### config.mk
export PLATFORM = sky130hd
export DESIGN_NAME = gng_ctrl
export DESIGN_NICKNAME = d
export VERILOG_FILES = /design/src/gng_pkg.sv /design/src/gng_ctrl.sv
export SDC_FILE = /design/constraint.sdc
export NUM_CORES = 1
export LEC_CHECK = 0
export BUFFER_PORTS_ARGS = -buffer_cell sky130_fd_sc_hd__buf_2
export CAP_MARGIN = 20
export CORE_MARGIN = 1.5
export CORE_UTILIZATION = 30
export CTS_BUF_LIST = sky130_fd_sc_hd__clkbuf_8
export CTS_CLUSTER_DIAMETER = 50
export CTS_CLUSTER_SIZE = 10
export DETAILED_ROUTE_END_ITERATION = 8
export GPL_ROUTABILITY_DRIVEN = 1
export SLEW_MARGIN = 20
export SYNTH_ARGS = -nofsm -noshare
export SYNTH_HDL_FRONTEND = slang
export SYNTH_SLANG_ARGS = --single-unit
### constraint.sdc
create_clock -name clk -period 3.26 [get_ports clk]
set_input_delay 0.489 -clock clk [delete_from_list [all_inputs] [get_ports clk]]
set_output_delay 0.489 -clock clk [all_outputs]
set_load 0.05 [all_outputs]
### src/gng_pkg.sv
// shared types, constants and tables for the gaussian noise generator
`timescale 1ns / 1ps
package gng_pkg;

  localparam int SAMPLE_FRAC_BITS_DEF = 16;
  localparam int SAMPLE_W             = 22;
  localparam int SIGMA_W              = 18;
  localparam int SEED_W               = 64;

  localparam logic [63:0] SEED_RESET  = 64'h00C0FFEE12345678;
  localparam logic [52:0] U1_FLOOR    = 53'd9008;
  localparam logic [31:0] LN2_Q32     = 32'hB17217F8;
  localparam logic [30:0] HALF_PI_Q30 = 31'h6487ED51;
  localparam logic [30:0] ONE_Q30     = 31'h40000000;

  localparam int LOG_STEPS  = 24;
  localparam int SQRT_STEPS = 20;
  localparam int TERMS      = 6;

  // sequencer codes, one per datapath operation
  localparam logic [4:0] OP_IDLE  = 5'd0;
  localparam logic [4:0] OP_ADV1  = 5'd1;
  localparam logic [4:0] OP_ADV2  = 5'd2;
  localparam logic [4:0] OP_NORM  = 5'd3;
  localparam logic [4:0] OP_LOG   = 5'd4;
  localparam logic [4:0] OP_LQ    = 5'd5;
  localparam logic [4:0] OP_LN    = 5'd6;
  localparam logic [4:0] OP_SQRT  = 5'd7;
  localparam logic [4:0] OP_ANGLE = 5'd8;
  localparam logic [4:0] OP_X2    = 5'd9;
  localparam logic [4:0] OP_TMUL  = 5'd10;
  localparam logic [4:0] OP_TDIV  = 5'd11;
  localparam logic [4:0] OP_TACC  = 5'd12;
  localparam logic [4:0] OP_PMUL0 = 5'd13;
  localparam logic [4:0] OP_PMUL1 = 5'd14;
  localparam logic [4:0] OP_PMUL2 = 5'd15;
  localparam logic [4:0] OP_ROUND = 5'd16;

  typedef struct packed {
    logic [4:0] op;
    logic [2:0] term;
    logic       capture;
  } cmd_t;

  typedef struct packed {
    logic norm_done;
    logic out_busy;
  } sts_t;

  // series divisor n*(n+1) for n = j+1
  function automatic logic [7:0] ser_div(input logic [3:0] j);
    logic [7:0] d;
    case (j)
      4'd0:    d = 8'd2;
      4'd1:    d = 8'd6;
      4'd2:    d = 8'd12;
      4'd3:    d = 8'd20;
      4'd4:    d = 8'd30;
      4'd5:    d = 8'd42;
      4'd6:    d = 8'd56;
      4'd7:    d = 8'd72;
      4'd8:    d = 8'd90;
      4'd9:    d = 8'd110;
      4'd10:   d = 8'd132;
      4'd11:   d = 8'd156;
      default: d = 8'd2;
    endcase
    return d;
  endfunction

  // floor(2^31 / divisor), low estimate of the quotient
  function automatic logic [30:0] ser_recip(input logic [3:0] j);
    logic [30:0] m;
    case (j)
      4'd0:    m = 31'd1073741824;
      4'd1:    m = 31'd357913941;
      4'd2:    m = 31'd178956970;
      4'd3:    m = 31'd107374182;
      4'd4:    m = 31'd71582788;
      4'd5:    m = 31'd51130563;
      4'd6:    m = 31'd38347922;
      4'd7:    m = 31'd29826161;
      4'd8:    m = 31'd23860929;
      4'd9:    m = 31'd19522578;
      4'd10:   m = 31'd16268815;
      4'd11:   m = 31'd13765920;
      default: m = 31'd1073741824;
    endcase
    return m;
  endfunction

  // one xorshift64 step
  function automatic logic [63:0] xs_step(input logic [63:0] s);
    logic [63:0] x;
    x = s ^ (s << 13);
    x = x ^ (x >> 7);
    x = x ^ (x << 17);
    return x;
  endfunction

endpackage

### src/gng_ctrl.sv
// sequencer for the noise generator datapath
`timescale 1ns / 1ps
module gng_ctrl (
  input  logic          clk,
  input  logic          rst_n,
  input  logic          in_valid,
  output logic          in_stall,
  input  gng_pkg::sts_t sts,
  output gng_pkg::cmd_t cmd
);
  import gng_pkg::*;

  logic [4:0] state_r, state_nxt;
  logic [4:0] cnt_r, cnt_nxt;

  assign in_stall    = (state_r != OP_IDLE);
  assign cmd.op      = state_r;
  assign cmd.term    = cnt_r[2:0];
  assign cmd.capture = (state_r == OP_IDLE) && in_valid;

  // next state and step counter
  always_comb begin
    state_nxt = state_r;
    cnt_nxt   = cnt_r;
    case (state_r)
      OP_IDLE:  if (in_valid) state_nxt = OP_ADV1;
      OP_ADV1:  state_nxt = OP_ADV2;
      OP_ADV2:  state_nxt = OP_NORM;
      OP_NORM:  if (sts.norm_done) begin
        state_nxt = OP_LOG;
        cnt_nxt   = '0;
      end
      OP_LOG: begin
        cnt_nxt = cnt_r + 5'd1;
        if (cnt_r == 5'(LOG_STEPS - 1)) state_nxt = OP_LQ;
      end
      OP_LQ:    state_nxt = OP_LN;
      OP_LN: begin
        state_nxt = OP_SQRT;
        cnt_nxt   = '0;
      end
      OP_SQRT: begin
        cnt_nxt = cnt_r + 5'd1;
        if (cnt_r == 5'(SQRT_STEPS - 1)) state_nxt = OP_ANGLE;
      end
      OP_ANGLE: state_nxt = OP_X2;
      OP_X2: begin
        state_nxt = OP_TMUL;
        cnt_nxt   = '0;
      end
      OP_TMUL:  state_nxt = OP_TDIV;
      OP_TDIV:  state_nxt = OP_TACC;
      OP_TACC: begin
        cnt_nxt = cnt_r + 5'd1;
        if (cnt_r == 5'(TERMS - 1)) state_nxt = OP_PMUL0;
        else state_nxt = OP_TMUL;
      end
      OP_PMUL0: state_nxt = OP_PMUL1;
      OP_PMUL1: state_nxt = OP_PMUL2;
      OP_PMUL2: state_nxt = OP_ROUND;
      OP_ROUND: if (!sts.out_busy) state_nxt = OP_IDLE;
      default:  state_nxt = OP_IDLE;
    endcase
  end

  always_ff @(posedge clk) begin
    if (!rst_n) begin
      state_r <= OP_IDLE;
      cnt_r   <= '0;
    end else begin
      state_r <= state_nxt;
      cnt_r   <= cnt_nxt;
    end
  end

endmodule

==> metrics.csv, run 1 <==
metric,value,unit
io_buffers,14,
clock_latency,230,ps
startpoint_type,flop,
fin_crit,2330,ps
finalCritPeriodShare,0.716,
rsz0062_at_grt,no,
cp_cell_sequence,"or4_1, or2_1, nor2_1, buf_2",
power_density,731,mW/mm2
path_max_fanout,16,
netlist_area,708,um2
tightest_slew,529,ps
cpPeakStageDelay,590,ps
grt_max_degree,17,
antenna_left,0,
maxCapViolCount,0,
max_slew_margin,0.644,
grt_util_all_layers,0.128,
drive_gt1_frac,0.234,
setup_viol,0,
end_kind,primary output,
fmax,428,MHz
synth_nets,92,
wl_per_cell,12.3,um
synth-compound-area-share,0.198,
finalMaxSlewViolations,0,
grt-ovfl-total,0,
power,0.000583,W
critPathRequiredTime,2770,ps
h-tree-depth,1,
syn2layout_area_growth,12.5,%
drtIter0Drc,28,
synth_area_leaders,"dfxtp_1, xor2_1, ha_1, nor4_1, a211oi_1",
yosys.area.top_type,dfxtp_1,
cts_root_buffer,clkbuf_8,
arrival,1840,ps
yosysWarnings,0,
cts.clk_slew.worst_paths,50,ps
async_reset_ff_frac,0,
synth_top_family_by_area,simple AND/OR/NAND/NOR gates,
seq_area_frac_synth,0.283,
stdcell_area,797,um2
p_leak,0.336,nW
synthFlopType,dfxtp_1,
drcViolationCount,0,
peakVddDrop,0.000387,V
synth_mux_area_frac,0,
antenna_found_initial,0,
grt_first_pass_wirelength,2510,um
n_fill_cell,234,
num_vias,636,
ios,15,
synth-adder-area-share,0.0353,
grt_pass1_vias,542,
synth_most_common_cell,dfxtp_1,
cts_setup_buffers,0,
status,finished clean,
register_area,200,um2
dieArea,0.00266,mm2
max-clock-path-buffers,2,
postCtsHoldBufs,0,
syn_area_per_cell,8.33,um2
cts_tree,yes,
dp_hpwl,1070,um
critPathKind,flop to primary output,
synth-simple-area-share,0.307,
hold_viol_final,0,
die_width,51.6,um
initial_core_util,0.320,
crit_path_top_delay_cell,or4_1,
num_rows,17,
crit_family,simple AND/OR/NAND/NOR gates,
coreArea,0.00221,mm2
synth_cell_types,39,
post_cts_resize_count,0,
synth_seq_cells,10,
critical_path_buf_inv_count,1,
synthCells,85,
cts-buffers-inserted,3,
drt-pass1-iter-count,4,
yosys.area.top_type_share,0.283,
placed_area,756,um2
synth_edf_count,0,
skew,2.77,ps
hold_path_class,flop to flop,
diodes,0,
numClockSinks,10,
viasPerCell,5.21,
nets,103,
die_h,51.6,um
postRouteWirelength,1500,um
synth_xor_area_frac,0.0742,
place_congestion,0.808,
final.setup.tns,0,ps
multiInputGateArea,435,um2
[power by group]
group          leakage, nW  switching, W  internal (W)
Sequential          0.0811     0.0000479      0.000138
Combinational        0.234      0.000188     0.0000843
Clock               0.0216     0.0000440     0.0000805
[routing by layer]
metal / routed length [um] / track usage / vias up
met4: 9 / 0.0658 / 0
met5: 0 / 0 / -
li1: - / - / 327
met1: 753 / 0.176 / 289
met2: 661 / 0.179 / 18
met3: 80 / 0.0345 / 2
[worst paths after layout]
path                                 from  cells after the start                      end  slack [ps]
setup reg to reg  state_r[0]$_SDFFE_PN0P_                      4  state_r[2]$_SDFFE_PN0P_        1520
setup / recovery  state_r[0]$_SDFFE_PN0P_                      4                   cmd[0]         930
hold reg to reg     cnt_r[1]$_SDFFE_PN0P_                      2    cnt_r[1]$_SDFFE_PN0P_         540
hold / removal      cnt_r[1]$_SDFFE_PN0P_                      2    cnt_r[1]$_SDFFE_PN0P_         540
[layout by cell type (no fill, tap or decap), drive strengths merged, types with 2 or more instances in the layout]
master | Yosys | final
ha | 2 | 2
and3 | 2 | 2
nor4 | 4 | 4
xor2 | 4 | 4
xnor2 | 2 | 2
nor2 | 4 | 4
or2 | 3 | 3
dfxtp | 10 | 10
nand2 | 4 | 4
o21ai | 2 | 2
o22ai | 2 | 2
and3b | 2 | 2
nand3 | 4 | 4
nand2b | 2 | 2
a211oi | 4 | 4
nor3 | 3 | 3
a21oi | 4 | 4
nand3b | 2 | 2
clkbuf | 2 | 3
inv | 4 | 4
buf | 6 | 14
[cell type report]
type	instances	share of cell area
multi-input combinational	63	0.546
sequential	10	0.251
timing repair buffer	14	0.0879
clock buffer	3	0.0518
tap	28	0.0440
inverter	4	0.0188
[state kept, by name, summed over array words and instances, names as in the netlist]
signal / flops
cnt_r: 5
state_r: 5
[worst reg2reg max path, cell delays in order (launching register included)]
cell,delay [ps]
dfxtp_1,610
nand3b_1,210
nor4_1,440
nor4_1,110
o221a_2,260
[cell families after synthesis]
family          after synthesis
compound gates               19
simple gates                 36
fa+ha+maj                     2
xor+xnor                      6
buf+inv                      12
flops                        10
[through the flow]
stage	hold WS [ps]	utilization	setup WS, ps	cells
3_3_place_gp	534	0.342	1190	119
5_1_grt	562	0.360	838	122
6_report	541	0.360	926	122
3_5_place_dp	540	0.342	1180	119
2_1_floorplan	507	-	395	85
4_1_cts	548	0.360	923	122
Power figures use the tool's default switching activity.
==> run 2: changes to the inputs <==
==> constraint.sdc (replaced) <==
create_clock -name clk -period 2.2 [get_ports clk]
set_input_delay 0.33 -clock clk [delete_from_list [all_inputs] [get_ports clk]]
set_output_delay 0.33 -clock clk [all_outputs]
set_load 0.05 [all_outputs]
==> metrics.csv, run 2 (synthesis gave the netlist of run 1 again) <==
metric,value,unit,change
status,finished clean,,
nets,107,,+3.9%
antenna_left,0,,unchanged
power_density,1100,mW/mm2,+50%
numClockSinks,10,,unchanged
grt-ovfl-total,0,,unchanged
arrival,1700,ps,-140 ps
cts_root_buffer,clkbuf_8,,
most-common-layout-cells,"buf_2, dfxtp_1",,
max_slew_margin,0.632,,-0.0117
drcViolationCount,0,,unchanged
rsz0062_at_grt,no,,
max-clock-path-buffers,2,,unchanged
utilization,0.378,,+0.0181
met1Wirelength,693,um,-8.0%
startpoint_type,flop,,
peakVddDrop,0.000633,V,+64%
diodes,0,,unchanged
fin_crit,2030,ps,
final.setup.tns,0,ps,unchanged
ios,15,,unchanged
drt-pass1-iter-count,4,,unchanged
setup_viol,0,,unchanged
fmax,493,MHz,
post-place-cells,123,,+3.4%
multiInputGateArea,445,um2,+2.3%
register_area,200,um2,unchanged
dieArea,0.00266,mm2,unchanged
wl_per_cell,11.9,um,-3.1%
n_fill_cell,233,,-0.43%
post_cts_resize_count,0,,unchanged
critPathKind,flop to primary output,,
coreArea,0.00221,mm2,unchanged
clock_latency,240,ps,about the same
finalCritPeriodShare,0.922,,
end_kind,primary output,,
skew,2.60,ps,-0.172 ps
grt_first_pass_wirelength,2670,um,+6.3%
place_congestion,0.762,,-5.6%
cts.clk_slew.worst_paths,40,ps,about the same
maxUsedRoutingLayer,met4,,
drive_gt1_frac,0.286,,+0.0517
viasPerCell,5.26,,+0.94%
die_width,51.6,um,unchanged
reg_top3,"cnt_r: 5 flops, state_r: 5 flops",,
grt_max_degree,16,,-1
cts_setup_buffers,0,,unchanged
die_h,51.6,um,unchanged
tightest_slew,547,ps,+17.4 ps
postCtsHoldBufs,0,,unchanged
antenna_found_initial,0,,unchanged
num_vias,663,,+4.2%
dp_hpwl,1130,um,+6.0%
critPathRequiredTime,1870,ps,-900 ps
grt_util_all_layers,0.137,,+0.00940
grt_pass1_vias,609,,+12%
wl_met2,681,um,+3.0%
layoutNonFillerInstCount,126,,+3.3%
h-tree-depth,1,,unchanged
io_buffers,14,,unchanged
drtIter0Drc,14,,-50%
maxCapViolCount,0,,unchanged
p_leak,0.360,nW,+6.9%
finalMaxSlewViolations,0,,unchanged
wl_met3,90,um,+13%
hold_path_class,primary input to flop,,
path_max_fanout,2,,-14
cts-buffers-inserted,3,,unchanged
cts_tree,yes,,
postRouteWirelength,1510,um,about the same
hold_viol_final,0,,unchanged
syn2layout_area_growth,18.2,%,
initial_core_util,0.320,,unchanged
final_common_cell,buf_2,,
num_rows,17,,unchanged
==> run 2: changes by cell type in the layout (fill, tap and decap cells not counted), sizes merged <==
cell  before  now
buf       14   18
==> run 2: final timing paths <==
check                                from  cells past startpoint                 endpoint  slack, ps
setup reg to reg  state_r[3]$_SDFFE_PN0P_                      5  state_r[2]$_SDFFE_PN0P_        590
hold reg to reg     cnt_r[1]$_SDFFE_PN0P_                      2    cnt_r[1]$_SDFFE_PN0P_        530
setup / recovery  state_r[3]$_SDFFE_PN0P_                      4                   cmd[0]        170
hold / removal                      rst_n                      2  state_r[2]$_SDFFE_PN0P_        410
==> run 2: critical path, cell delays in order, from the launching register on <==
cell	delay (ps)
dfxtp_1	300
or4_1	550
or2_4	260
nor2_4	90
buf_2	250
==> run 2: final cells by class <==
class                      instances  share of cell area
timing repair buffer              18               0.120
inverter                           4              0.0179
sequential                        10               0.239
multi-input combinational         63               0.532
tap                               28              0.0419
clock buffer                       3              0.0493
==> run 2: where the power goes <==
part           internal, W  total, W  switching (W)
registers         0.000205  0.000216      0.0000116
clock network     0.000119  0.000188      0.0000685
logic             0.000166  0.000516       0.000350
total             0.000491  0.000921       0.000430
==> run 2: metrics by stage <==
step	area (um2)	total power (W)	hold WS (ps)	worst slack, ps
detailed placement	796	0.000739	533	418
CTS	837	0.000928	412	165
global route	837	0.000980	420	99.9
finish	837	0.000921	408	173
floorplan	718	0.000647	476	4.33
global placement	796	0.000728	525	430
==> run 2: layer usage <==
metal  vias up  track usage
li1        337            -
met1       295        0.181
met2        26        0.201
met3         5       0.0345
met4         0       0.0789
met5         -            0
==> run 3: changes to the inputs <==
--- a/config.mk
+++ b/config.mk
@@ -14,6 +14,7 @@
 export CTS_CLUSTER_SIZE = 10
 export DETAILED_ROUTE_END_ITERATION = 8
 export GPL_ROUTABILITY_DRIVEN = 1
+export RECOVER_POWER = 100
 export SLEW_MARGIN = 20
 export SYNTH_ARGS = -nofsm -noshare
 export SYNTH_HDL_FRONTEND = slang
==> metrics.csv, run 3 (synthesis gave the netlist of run 1 again) <==
metric,value,unit,change
status,finished clean,,
rsz0062_at_grt,no,,
numClockSinks,10,,unchanged
io_buffers,14,,unchanged
layoutNonFillerInstCount,126,,unchanged
skew,2.70,ps,+0.0975 ps
drtIter0Drc,16,,+2
grt_util_all_layers,0.137,,unchanged
drcViolationCount,0,,unchanged
initial_core_util,0.320,,unchanged
most-common-layout-cells,"dfxtp_1, clkbuf_1",,
die_width,51.6,um,unchanged
seq_power_share,0.239,,+0.004
grt-ovfl-total,0,,unchanged
post_cts_resize_count,0,,unchanged
max_slew_margin,0.585,,-0.0476
final.setup.tns,0,ps,unchanged
cts_root_buffer,clkbuf_8,,
dp_hpwl,1130,um,unchanged
clock_latency,240,ps,about the same
peakVddDrop,0.000616,V,-2.6%
num_vias,659,,-0.60%
cts_setup_buffers,0,,unchanged
clockPowerShare,0.208,,+0.004
path_max_fanout,2,,unchanged
ios,15,,unchanged
end_kind,primary output,,
viasPerCell,5.23,,-0.60%
combPwrFrac,0.554,,-0.007
startpoint_type,flop,,
hold_path_class,primary input to flop,,
arrival,1710,ps,about the same
fin_crit,2040,ps,+17.3 ps
fmax,489,MHz,-0.85%
tightest_slew,623,ps,+76.5 ps
finalCritPeriodShare,0.929,,+0.00786
diodes,0,,unchanged
die_h,51.6,um,unchanged
cp_cell_sequence,"or4_1, or2_4, nor2_4, clkbuf_2",,
cts_tree,yes,,
syn2layout_area_growth,15.5,%,
reg_top3,"cnt_r: 5 flops, state_r: 5 flops",,
setup_viol,0,,unchanged
swShare,0.475,,+0.00783
antenna_left,0,,unchanged
drive_gt1_frac,0.184,,-0.102
wl_per_cell,12.1,um,+1.3%
cpPeakStageDelay,550,ps,about the same
coreArea,0.00221,mm2,unchanged
crit_path_top_delay_cell,or4_1,,
n_fill_cell,239,,+2.6%
power_density,1110,mW/mm2,+0.63%
nets,107,,unchanged
place_congestion,0.762,,unchanged
cts.clk_slew.worst_paths,40,ps,about the same
postRouteWirelength,1520,um,+1.3%
post-place-cells,123,,unchanged
dieArea,0.00266,mm2,unchanged
critPathRequiredTime,1870,ps,about the same
hold_viol_final,0,,unchanged
grt_pass1_vias,609,,unchanged
postCtsHoldBufs,0,,unchanged
antenna_found_initial,0,,unchanged
h-tree-depth,1,,unchanged
p_int,0.000476,W,-3.1%
p_leak,0.321,nW,-11%
num_rows,17,,unchanged
final_common_cell,dfxtp_1,,
switchingPower,0.000430,W,about the same
finalMaxSlewViolations,0,,unchanged
grt_max_degree,16,,unchanged
critPathKind,flop to primary output,,
cts-buffers-inserted,3,,unchanged
drt-pass1-iter-count,4,,unchanged
maxCapViolCount,0,,unchanged
grt_first_pass_wirelength,2670,um,unchanged
max-clock-path-buffers,2,,unchanged
-- run 3: changes by cell type in the layout (fill, tap and decap cells not counted) --
| cell | previous run | this run |
|---|---|---|
| clkbuf_1 | 0 | 9 |
| buf_2 | 14 | 4 |
| a211oi_1 | 3 | 4 |
| buf_4 | 4 | 3 |
| clkbuf_2 | 0 | 2 |
| a211oi_2 | 1 | 0 |
-- run 3: layer usage --
layer,wire length (um),track usage
met2,688,0.201
met5,0,0
met1,713,0.181
met3,81,0.0345
met4,40,0.0789
-- run 3: worst max-delay path, delay by kind of cell, from the launching register on --
kind	cells	cell delay, ps
flops	1	300
simple gates	3	910
buf+inv	1	270
-- run 3: path summary, 6_finish.rpt --
| kind | startpoint | end | slack, ps | cells after the start |
|---|---|---|---|---|
| hold / removal | rst_n | state_r[2]$_SDFFE_PN0P_ | 410 | 2 |
| setup reg to reg | state_r[0]$_SDFFE_PN0P_ | state_r[2]$_SDFFE_PN0P_ | 230 | 5 |
| setup / recovery | state_r[3]$_SDFFE_PN0P_ | cmd[0] | 160 | 4 |
| hold reg to reg | cnt_r[1]$_SDFFE_PN0P_ | cnt_r[1]$_SDFFE_PN0P_ | 540 | 2 |
-- run 3: per-stage QoR --
step	worst slack [ps]	hold slack, ps	total power (W)	area [um2]	util
global placement	430	525	0.000728	796	0.360
CTS	165	412	0.000928	837	0.378
floorplan	4.33	476	0.000647	718	-
global route	50.4	420	0.000962	818	0.370
finish	155	409	0.000906	818	0.370
detailed placement	418	533	0.000739	796	0.360
-- run 3: layout make-up --
cell class | count | area, um2 | share of cell area
Tap cell | 28 | 35.0 | 0.0428
Timing Repair Buffer | 18 | 86.3 | 0.106
Sequential cell | 10 | 200 | 0.245
Multi-Input combinational cell | 63 | 440 | 0.538
Inverter | 4 | 15.0 | 0.0183
Clock buffer | 3 | 41.3 | 0.0505
-- run 3: power by group through the flow --
stage | Clock, W | Sequential [W] | Combinational [W]
after CTS | 0.000191 | 0.000217 | 0.000520
after detailed placement | 0 | 0.000220 | 0.000519
after floorplan | 0 | 0.000306 | 0.000341
after global routing | 0.000198 | 0.000219 | 0.000545
final | 0.000188 | 0.000216 | 0.000502
after global placement | 0 | 0.000219 | 0.000510
